--- src/rtl/voxel_occupancy_vote_filter_assert.svh ---
// ----------------------------------------------------------------------------
// voxel_occupancy_vote_filter_assert.svh
// Assertion macros shared by the filter RTL. They expect clk and rst_n
// in the enclosing scope.
// ----------------------------------------------------------------------------
`ifndef VOXEL_OCCUPANCY_VOTE_FILTER_ASSERT_SVH
`define VOXEL_OCCUPANCY_VOTE_FILTER_ASSERT_SVH

// same-cycle implication, checked outside reset
`define VOVF_ASSERT_NOW(lbl, ante, cons, msg) \
    lbl: assert property (@(posedge clk) disable iff (!rst_n) (ante) |-> (cons)) \
        else $error(msg);

// next-cycle implication, checked outside reset
`define VOVF_ASSERT_NEXT(lbl, ante, cons, msg) \
    lbl: assert property (@(posedge clk) disable iff (!rst_n) (ante) |=> (cons)) \
        else $error(msg);

`endif

--- src/rtl/vovf_pkg.sv ---
// ----------------------------------------------------------------------------
// vovf_pkg
// Types, constants and helpers for the voxel occupancy vote filter.
// ----------------------------------------------------------------------------
`timescale 1ns / 1ps

package vovf_pkg;

    // field widths
    localparam int COUNT_W  = 24;
    localparam int THR_W    = 17;
    localparam int OCC_W    = 9;
    localparam int TALLY_W  = 5;
    localparam int PROD_W   = COUNT_W + THR_W;
    localparam int CFG_IDX_W  = 2;
    localparam int CFG_DATA_W = 24;

    // occupancy codes, Q1.8
    localparam logic [OCC_W-1:0] OCC_FREE    = 9'd0;
    localparam logic [OCC_W-1:0] OCC_UNKNOWN = 9'd128;
    localparam logic [OCC_W-1:0] OCC_FILLED  = 9'd256;

    // 1.0 in Q1.16
    localparam logic [THR_W-1:0] Q16_ONE = 17'd65536;

    localparam logic [TALLY_W-1:0] TALLY_MAX = 5'd31;

    // reset values of the configuration registers
    localparam logic [THR_W-1:0]   RST_FREE_RATIO_THRESHOLD = 17'd32768;
    localparam logic [COUNT_W-1:0] RST_MIN_FILLED_POINTS    = 24'd1;
    localparam logic [TALLY_W-1:0] RST_MIN_FREE_CAMERAS     = 5'd1;

    // configuration register indexes
    typedef enum logic [CFG_IDX_W-1:0] {
        REG_FREE_RATIO_THRESHOLD = 2'd0,
        REG_MIN_FILLED_POINTS    = 2'd1,
        REG_MIN_FREE_CAMERAS     = 2'd2
    } cfg_reg_t;

    // products ready for the vote compare
    typedef struct packed {
        logic [PROD_W-1:0]  free_prod;   // free * (1.0 - thr)
        logic [PROD_W-1:0]  fill_prod;   // thr * filled
        logic               free_nz;
        logic               fill_nz;
        logic               thr_over;    // threshold above 1.0
        logic [OCC_W-1:0]   prior;
        logic               last;
    } vote_stage_t;

    // one result item
    typedef struct packed {
        logic [OCC_W-1:0]   new_occupancy;
        logic [TALLY_W-1:0] free_votes;
        logic [TALLY_W-1:0] filled_votes;
    } result_t;

    // saturating tally increment
    function automatic logic [TALLY_W-1:0] sat_inc(input logic [TALLY_W-1:0] t);
        return (t == TALLY_MAX) ? TALLY_MAX : t + 5'd1;
    endfunction

endpackage

--- src/rtl/vovf_if.sv ---
// ----------------------------------------------------------------------------
// vovf_if
// Valid/ready channels for camera count items and filter results.
// ----------------------------------------------------------------------------
`timescale 1ns / 1ps

interface vovf_item_if;
    logic                          valid;
    logic                          ready;
    logic [vovf_pkg::COUNT_W-1:0]  free_rays;
    logic [vovf_pkg::COUNT_W-1:0]  filled_points;
    logic [vovf_pkg::OCC_W-1:0]    prior_occupancy;
    logic                          last_camera;

    modport source (output valid, free_rays, filled_points, prior_occupancy,
                    last_camera, input ready);
    modport sink   (input valid, free_rays, filled_points, prior_occupancy,
                    last_camera, output ready);
endinterface

interface vovf_result_if;
    logic                          valid;
    logic                          ready;
    logic [vovf_pkg::OCC_W-1:0]    new_occupancy;
    logic [vovf_pkg::TALLY_W-1:0]  free_votes;
    logic [vovf_pkg::TALLY_W-1:0]  filled_votes;

    modport source (output valid, new_occupancy, free_votes, filled_votes,
                    input ready);
    modport sink   (input valid, new_occupancy, free_votes, filled_votes,
                    output ready);
endinterface

--- src/rtl/vovf_tally.sv ---
// ----------------------------------------------------------------------------
// vovf_tally
// Vote compare, saturating vote tallies and the occupancy decision.
// ----------------------------------------------------------------------------
`timescale 1ns / 1ps

`include "voxel_occupancy_vote_filter_assert.svh"

module vovf_tally (
    input  logic                          clk,
    input  logic                          rst_n,
    input  logic [vovf_pkg::TALLY_W-1:0]  min_free_cameras,
    input  vovf_pkg::vote_stage_t         stage,
    input  logic                          advance,
    output vovf_pkg::result_t             res
);

    logic [vovf_pkg::TALLY_W-1:0] free_tally_reg;
    logic [vovf_pkg::TALLY_W-1:0] free_tally_next;
    logic [vovf_pkg::TALLY_W-1:0] filled_tally_reg;
    logic [vovf_pkg::TALLY_W-1:0] filled_tally_next;
    logic                         ratio_free;
    logic                         free_vote;
    logic                         filled_vote;
    logic [vovf_pkg::TALLY_W-1:0] free_upd;
    logic [vovf_pkg::TALLY_W-1:0] filled_upd;

    // free fraction >= thr  <=>  free*(1-thr) >= thr*filled, for thr <= 1.0
    assign ratio_free = !stage.thr_over && (stage.free_prod >= stage.fill_prod);

    // at most one vote per camera
    always_comb
    begin
        if (stage.free_nz && stage.fill_nz)
        begin
            free_vote   = ratio_free;
            filled_vote = !ratio_free;
        end
        else
        begin
            free_vote   = stage.free_nz;
            filled_vote = stage.fill_nz;
        end
    end

    assign free_upd   = free_vote   ? vovf_pkg::sat_inc(free_tally_reg)   : free_tally_reg;
    assign filled_upd = filled_vote ? vovf_pkg::sat_inc(filled_tally_reg) : filled_tally_reg;

    // result for the item in this stage, counting its own vote
    always_comb
    begin
        res.free_votes   = free_upd;
        res.filled_votes = filled_upd;
        if (stage.prior > vovf_pkg::OCC_UNKNOWN)
            res.new_occupancy = stage.prior;
        else if (filled_upd != '0)
            res.new_occupancy = vovf_pkg::OCC_FILLED;
        else if (free_upd >= min_free_cameras)
            res.new_occupancy = vovf_pkg::OCC_FREE;
        else
            res.new_occupancy = vovf_pkg::OCC_UNKNOWN;
    end

    // tallies clear after the last camera of a voxel
    always_comb
    begin
        free_tally_next   = free_tally_reg;
        filled_tally_next = filled_tally_reg;
        if (advance)
        begin
            free_tally_next   = stage.last ? '0 : free_upd;
            filled_tally_next = stage.last ? '0 : filled_upd;
        end
    end

    always_ff @(posedge clk or negedge rst_n)
    begin
        if (!rst_n)
        begin
            free_tally_reg   <= '0;
            filled_tally_reg <= '0;
        end
        else
        begin
            free_tally_reg   <= free_tally_next;
            filled_tally_reg <= filled_tally_next;
        end
    end

    `VOVF_ASSERT_NEXT(a_tally_clear, advance && stage.last, (free_tally_reg == '0) && (filled_tally_reg == '0), "tallies not cleared after last camera")
    `VOVF_ASSERT_NEXT(a_free_sat, advance && !stage.last && (free_tally_reg == vovf_pkg::TALLY_MAX), free_tally_reg == vovf_pkg::TALLY_MAX, "free tally wrapped")
    `VOVF_ASSERT_NEXT(a_filled_sat, advance && !stage.last && (filled_tally_reg == vovf_pkg::TALLY_MAX), filled_tally_reg == vovf_pkg::TALLY_MAX, "filled tally wrapped")

endmodule

--- src/rtl/voxel_occupancy_vote_filter.sv ---
// ----------------------------------------------------------------------------
// voxel_occupancy_vote_filter
// Per-camera outlier gating, ratio products and vote tallying for one voxel.
// ----------------------------------------------------------------------------
// A last-camera result passes the input, product and result registers.
// Throughput: one item per cycle while the output is not stalled; set by the
// three-register pipeline (input, product, result) with a skid-free stall chain.
// Results waiting at the output do not stop intake until the pipe is full.
// Reset: async, active low; clears pipeline valids and tallies, config regs
// load their default values.
`timescale 1ns / 1ps

`include "voxel_occupancy_vote_filter_assert.svh"

module voxel_occupancy_vote_filter (
    input  logic                              clk,
    input  logic                              rst_n,
    input  logic                              cfg_we,
    input  logic [vovf_pkg::CFG_IDX_W-1:0]    cfg_index,
    input  logic [vovf_pkg::CFG_DATA_W-1:0]   cfg_data,
    vovf_item_if.sink                         item,
    vovf_result_if.source                     result
);

    // configuration registers
    logic [vovf_pkg::THR_W-1:0]   thr_reg;
    logic [vovf_pkg::COUNT_W-1:0] min_filled_reg;
    logic [vovf_pkg::TALLY_W-1:0] min_free_reg;

    // stage 1: gated counts
    logic                         s1_valid_reg;
    logic                         s1_valid_next;
    logic [vovf_pkg::COUNT_W-1:0] s1_free_reg;
    logic [vovf_pkg::COUNT_W-1:0] s1_fill_reg;
    logic [vovf_pkg::OCC_W-1:0]   s1_prior_reg;
    logic                         s1_last_reg;

    // stage 2: products
    logic                         s2_valid_reg;
    logic                         s2_valid_next;
    vovf_pkg::vote_stage_t        s2_reg;
    vovf_pkg::vote_stage_t        s2_next;

    // output register
    logic                         out_valid_reg;
    logic                         out_valid_next;
    vovf_pkg::result_t            out_reg;
    vovf_pkg::result_t            tally_res;

    logic                         accept;
    logic                         load2;
    logic                         adv3;
    logic                         thr_over;
    logic [vovf_pkg::THR_W-1:0]   thr_comp;

    // stall chain
    assign adv3   = s2_valid_reg && (!s2_reg.last || !out_valid_reg || result.ready);
    assign load2  = s1_valid_reg && (!s2_valid_reg || adv3);
    assign item.ready = !s1_valid_reg || load2;
    assign accept = item.valid && item.ready;

    // configuration writes
    always_ff @(posedge clk or negedge rst_n)
    begin
        if (!rst_n)
        begin
            thr_reg        <= vovf_pkg::RST_FREE_RATIO_THRESHOLD;
            min_filled_reg <= vovf_pkg::RST_MIN_FILLED_POINTS;
            min_free_reg   <= vovf_pkg::RST_MIN_FREE_CAMERAS;
        end
        else if (cfg_we)
        begin
            case (cfg_index)
                vovf_pkg::REG_FREE_RATIO_THRESHOLD:
                    thr_reg <= cfg_data[vovf_pkg::THR_W-1:0];
                vovf_pkg::REG_MIN_FILLED_POINTS:
                    min_filled_reg <= cfg_data[vovf_pkg::COUNT_W-1:0];
                vovf_pkg::REG_MIN_FREE_CAMERAS:
                    min_free_reg <= cfg_data[vovf_pkg::TALLY_W-1:0];
                default:
                    ;
            endcase
        end
    end

    // valid bits
    always_comb
    begin
        s1_valid_next = s1_valid_reg;
        if (accept)
            s1_valid_next = 1'b1;
        else if (load2)
            s1_valid_next = 1'b0;

        s2_valid_next = s2_valid_reg;
        if (load2)
            s2_valid_next = 1'b1;
        else if (adv3)
            s2_valid_next = 1'b0;

        out_valid_next = out_valid_reg;
        if (adv3 && s2_reg.last)
            out_valid_next = 1'b1;
        else if (result.ready)
            out_valid_next = 1'b0;
    end

    always_ff @(posedge clk or negedge rst_n)
    begin
        if (!rst_n)
        begin
            s1_valid_reg  <= 1'b0;
            s2_valid_reg  <= 1'b0;
            out_valid_reg <= 1'b0;
        end
        else
        begin
            s1_valid_reg  <= s1_valid_next;
            s2_valid_reg  <= s2_valid_next;
            out_valid_reg <= out_valid_next;
        end
    end

    // threshold complement, 1.0 - thr; unused when thr exceeds 1.0
    assign thr_over = thr_reg[vovf_pkg::THR_W-1] && (thr_reg[vovf_pkg::THR_W-2:0] != '0);
    assign thr_comp = vovf_pkg::Q16_ONE - thr_reg;

    // product stage
    always_comb
    begin
        s2_next.free_prod = vovf_pkg::PROD_W'(s1_free_reg) * vovf_pkg::PROD_W'(thr_comp);
        s2_next.fill_prod = vovf_pkg::PROD_W'(s1_fill_reg) * vovf_pkg::PROD_W'(thr_reg);
        s2_next.free_nz   = (s1_free_reg != '0);
        s2_next.fill_nz   = (s1_fill_reg != '0);
        s2_next.thr_over  = thr_over;
        s2_next.prior     = s1_prior_reg;
        s2_next.last      = s1_last_reg;
    end

    // payload registers
    always_ff @(posedge clk)
    begin
        if (accept)
        begin
            s1_free_reg  <= item.free_rays;
            // outlier filled counts read as zero
            s1_fill_reg  <= (item.filled_points >= min_filled_reg) ? item.filled_points : '0;
            s1_prior_reg <= item.prior_occupancy;
            s1_last_reg  <= item.last_camera;
        end
        if (load2)
            s2_reg <= s2_next;
        if (adv3 && s2_reg.last)
            out_reg <= tally_res;
    end

    vovf_tally u_tally (
        .clk              (clk),
        .rst_n            (rst_n),
        .min_free_cameras (min_free_reg),
        .stage            (s2_reg),
        .advance          (adv3),
        .res              (tally_res)
    );

    assign result.valid         = out_valid_reg;
    assign result.new_occupancy = out_reg.new_occupancy;
    assign result.free_votes    = out_reg.free_votes;
    assign result.filled_votes  = out_reg.filled_votes;

    `VOVF_ASSERT_NOW(a_ready_when_empty, !s1_valid_reg, item.ready,
        "intake blocked with empty input stage")
    `VOVF_ASSERT_NEXT(a_last_gives_result, adv3 && s2_reg.last, out_valid_reg,
        "last camera produced no result")
    `VOVF_ASSERT_NOW(a_filled_occupancy,
        out_valid_reg && (out_reg.filled_votes != '0),
        (out_reg.new_occupancy == vovf_pkg::OCC_FILLED) ||
        (out_reg.new_occupancy > vovf_pkg::OCC_UNKNOWN),
        "filled vote without filled occupancy")

endmodule
--- src/flat_wrapper.sv ---
// flat-port wrapper written by rule: the top's interface ports become plain ports
module voxel_occupancy_vote_filter_flat 
  (clk, rst_n, cfg_we, cfg_index, cfg_data, item_valid, item_free_rays, item_filled_points, item_prior_occupancy, item_last_camera, item_ready, result_valid, result_new_occupancy, result_free_votes, result_filled_votes, result_ready);
  vovf_item_if item_i ();
  vovf_result_if result_i ();
  input  logic clk;
  input  logic rst_n;
  input  logic cfg_we;
  input  logic [vovf_pkg::CFG_IDX_W-1:0] cfg_index;
  input  logic [vovf_pkg::CFG_DATA_W-1:0] cfg_data;
  input wire logic [$bits(item_i.valid)-1:0] item_valid;
  input wire logic [$bits(item_i.free_rays)-1:0] item_free_rays;
  input wire logic [$bits(item_i.filled_points)-1:0] item_filled_points;
  input wire logic [$bits(item_i.prior_occupancy)-1:0] item_prior_occupancy;
  input wire logic [$bits(item_i.last_camera)-1:0] item_last_camera;
  output wire logic [$bits(item_i.ready)-1:0] item_ready;
  output wire logic [$bits(result_i.valid)-1:0] result_valid;
  output wire logic [$bits(result_i.new_occupancy)-1:0] result_new_occupancy;
  output wire logic [$bits(result_i.free_votes)-1:0] result_free_votes;
  output wire logic [$bits(result_i.filled_votes)-1:0] result_filled_votes;
  input wire logic [$bits(result_i.ready)-1:0] result_ready;
  assign item_i.valid = item_valid;
  assign item_i.free_rays = item_free_rays;
  assign item_i.filled_points = item_filled_points;
  assign item_i.prior_occupancy = item_prior_occupancy;
  assign item_i.last_camera = item_last_camera;
  assign item_ready = item_i.ready;
  assign result_valid = result_i.valid;
  assign result_new_occupancy = result_i.new_occupancy;
  assign result_free_votes = result_i.free_votes;
  assign result_filled_votes = result_i.filled_votes;
  assign result_i.ready = result_ready;
  voxel_occupancy_vote_filter u_core (.clk(clk), .rst_n(rst_n), .cfg_we(cfg_we), .cfg_index(cfg_index), .cfg_data(cfg_data), .item(item_i), .result(result_i));
endmodule
--- config.mk ---
export PLATFORM = sky130hd
export DESIGN_NAME = voxel_occupancy_vote_filter_flat
export DESIGN_NICKNAME = d
export VERILOG_FILES = /design/src/rtl/vovf_pkg.sv /design/src/rtl/vovf_if.sv /design/src/rtl/vovf_tally.sv /design/src/rtl/voxel_occupancy_vote_filter.sv /design/src/flat_wrapper.sv
export VERILOG_INCLUDE_DIRS = /design/src /design/src/rtl
export SDC_FILE = /design/constraint.sdc
export NUM_CORES = 2
export LEC_CHECK = 0
export ABC_AREA = 1
export BUFFER_PORTS_ARGS = -buffer_cell sky130_fd_sc_hd__buf_2
export CORE_MARGIN = 4
export CORE_UTILIZATION = 46
export DETAILED_ROUTE_END_ITERATION = 8
export GPL_TIMING_DRIVEN = 0
export PLACE_DENSITY = 0.69
export SLEW_MARGIN = 10
export SYNTH_ARGS = -nofsm -noshare
export SYNTH_HDL_FRONTEND = slang
export SYNTH_SLANG_ARGS = --single-unit
--- constraint.sdc ---
create_clock -name clk -period 14.25 [get_ports clk]
set_input_delay 2.85 -clock clk [delete_from_list [all_inputs] [get_ports clk]]
set_output_delay 2.85 -clock clk [all_outputs]
set_load 0.005 [all_outputs]
==> results by group <==
Synthesis
  – Avg Cell Area, Syn: 8.403 µm²
  – Count of unique library cells instantiated by Yosys: 45
  – FFs w/ async S/R, synth: 25.54%
  – Synth Warn #: 0
  – Mapped Area: 36880 µm²
  – Sequential fraction of the synthesis area: ~18%
  – Cell count after synthesis: around 4400
  – Post-synth EDFFs: 172
  – Net Count, Synth: 5440
  – Top FF cell, synth: edfxtp_1
  – Yosys reg bits: 231

Floorplan
  – Core Area: 79260 µm²
  – Die ar.: 84770 µm²
  – I/O pin cnt: 110
  – Die X: 291.2 µm
  – Initial Utilization: 46.53%
  – Die H: around 290 µm
  – FP Rows: between 100 and 150

Setup path
  – CP Data Arrival Time: 9680 ps
  – Critical Path Source: u_core.thr_reg[1]
  – Origin of the critical flop-to-flop path: u_core.thr_reg[1]
  – Critical Path Fanout Max: 10
  – Crit path top cell by count: inv_1
  – Slowest-stage cell, CP: buf_1
  – Setup CP Type: reg -> reg
  – CP Capture Type: register
  – Critical Path RT: 14570 ps
  – CP max stage delay: 710 ps
  – Startpoint types: register

Final layout
  – Layout area overhead: 7.698%
  – Most frequent cells in the layout: 1215 x inv_1, 1025 x nand2_1, 658 x fa_1
  – Antenna Cells: 0
  – Max reg flops: 95
  – Final #Nets: ~5600
  – Storage cell area: 6645 µm²
  – Fraction of layout cells with a size suffix above 1: 4.129%
  – Filler instances: 7531
  – Commonest non-fill, non-tap cell in the layout: inv_1
  – Area occupied by multi-input gates: 24990 µm²

STA
  – Rel. slew slack: about a quarter
  – Fmax achieved: 106.8 MHz
  – Setup TNS Final: 0 ps
  – Hold Violations, Final: 0
  – Actual transition at the worst max-transition pin: 1117 ps
  – Fin crit share: 65.71%
  – Setup violations, final: 0
  – Fin crit period: 9363 ps
  – Unrepaired setup endpoints after global routing: no
  – Skew final: about 32 ps
  – Max-slew violations: 0

CTS
  – Clk_lat worst skew: a little under 600 ps
  – CTS tree: yes
  – CTS Hold Buffers Added: 0
  – Number of CTS-inserted buffers: 28
  – Htree depth: 1
  – CTS Root Cell: clkbuf_16
  – Clock-pin slew on the worst setup and hold paths: 60 ps
  – Setup bufs post-CTS: 0
  – CTS Sinks: between 200 and 250
  – Max Buffers Root-to-Sink: 3
  – Post_cts resized: 0

Outcome
  – Outcome: finished clean

Detailed routing
  – WL met2: 46040 µm
  – Residual DRC count: 0
  – Highest routed layer: met5
  – DRT Pass-1 Iters: 5
  – Routed WL: roughly 100000 µm
  – Routed wire per std cell: 18.56 µm
  – Initial drt markers: 2326
  – Wire length on met1: 42650 µm
  – Post-route ant nets: 0
  – Via count: ~29000
  – Vias per inst: ~5.2
  – WL met3: 10580 µm

Global routing
  – Global route total overflow: 0
  – Initial antenna violation count: 1
  – First-pass GRT wire length: 165000 µm
  – Total track usage: about a quarter
  – Vias in the first global route: 29705
  – Largest net degree at the start of global routing: 68

Placement
  – PortBufs: approximately 110
  – Routability-driven placement congestion ratio: 0.9938
  – Dpl hpwl: 86470 µm

Worst hold path
  – Hold WC Path Type: reg -> reg
  – Hold Crit Start: u_core.s1_prior_reg[3]

Run
  – Max cap viols: 0
cells in the mapped netlist, types with 3 or more instances:
cell | n | share of area, %
o221ai_1 | 6 | 0.14
or2_2 | 4 | 0.068
nand2_1 | 1025 | 10
o211ai_1 | 4 | 0.081
nor3_1 | 8 | 0.11
buf_1 | 27 | 0.27
nor2_2 | 12 | 0.20
xor2_1 | 48 | 1.1
a21boi_0 | 3 | 0.061
clkinv_1 | 7 | 0.071
nor4_1 | 14 | 0.24
ha_1 | 304 | 10
nand3_1 | 54 | 0.73
fa_1 | 658 | 36
edfxtp_1 | 172 | 14
o21a_1 | 12 | 0.24
o22ai_1 | 4 | 0.068
a21o_1 | 5 | 0.10
a31oi_1 | 32 | 0.54
a21oi_1 | 125 | 1.7
nor2_1 | 255 | 2.6
buf_6 | 3 | 0.092
xnor2_1 | 31 | 0.74
inv_1 | 1216 | 12
nand4_1 | 19 | 0.32
o21ai_0 | 117 | 1.6
o21bai_1 | 4 | 0.081
dfrtp_1 | 56 | 3.8
dfstp_2 | 3 | 0.21
o31ai_1 | 3 | 0.061
clkbuf_1 | 139 | 1.4
final timing paths:
path,to,slack [ps],depth (start not counted)
worst max-delay path,u_core.s2_reg[92],4890,33
worst min-delay path,u_core.s2_reg[4],420,0
worst max register to register,u_core.s2_reg[92],4890,33
worst min register to register,u_core.s2_reg[4],420,0
max in group asynchronous,u_core.thr_reg[15],11540,2
min in group asynchronous,u_core.s1_valid_reg,2130,1
cell type report:
cell class | count | area share (%)
tap | 1050 | 3.308
inverter | 1224 | 11.57
multi-input combinational | 2763 | 62.91
clock buffer | 36 | 1.918
buffer | 171 | 1.679
clock inverter | 15 | 0.2583
sequential | 231 | 16.73
timing repair buffer | 113 | 1.619
metrics by stage:
stage	hold WS, ps	util (%)	cell area (µm²)	setup slack (ps)	std cells
after floorplan	400.3	-	36880	7403	4389
after global placement	400.2	48.88	38740	5116	5548
after detailed placement	407.4	49.02	38850	5169	5552
after CTS	421.7	50.11	39710	5115	5603
after global routing	431.1	50.12	39720	4547	5603
final	421.4	50.12	39720	4887	5603
critical path, delay by kind of cell (launching register included):
family | cells | cell delay [ps]
xor gates and xnor gates | 1 | 90
adders and majority gates | 8 | 3790
buffers and inverters | 12 | 2570
DFF | 1 | 320
and+or+nand+nor | 12 | 2230
routing by layer:
metal	vias up	track usage, %
met2	1323	38.96
met5	-	0
met4	4	8.904
met1	14229	33.79
met3	265	5.936
li1	13167	-
kinds of logic after synthesis:
logic type	synth area share (%)
AO/OA/AOI/OAI	4.828
flip-flops	18.02
buffers and inverters	14.27
XOR/XNOR	1.876
adder cells (fa/ha/maj)	46.03
AND/OR/NAND/NOR	14.98
Power is not shown: default switching activity piles up to over one toggle a cycle in this logic, so the estimate is an artifact.
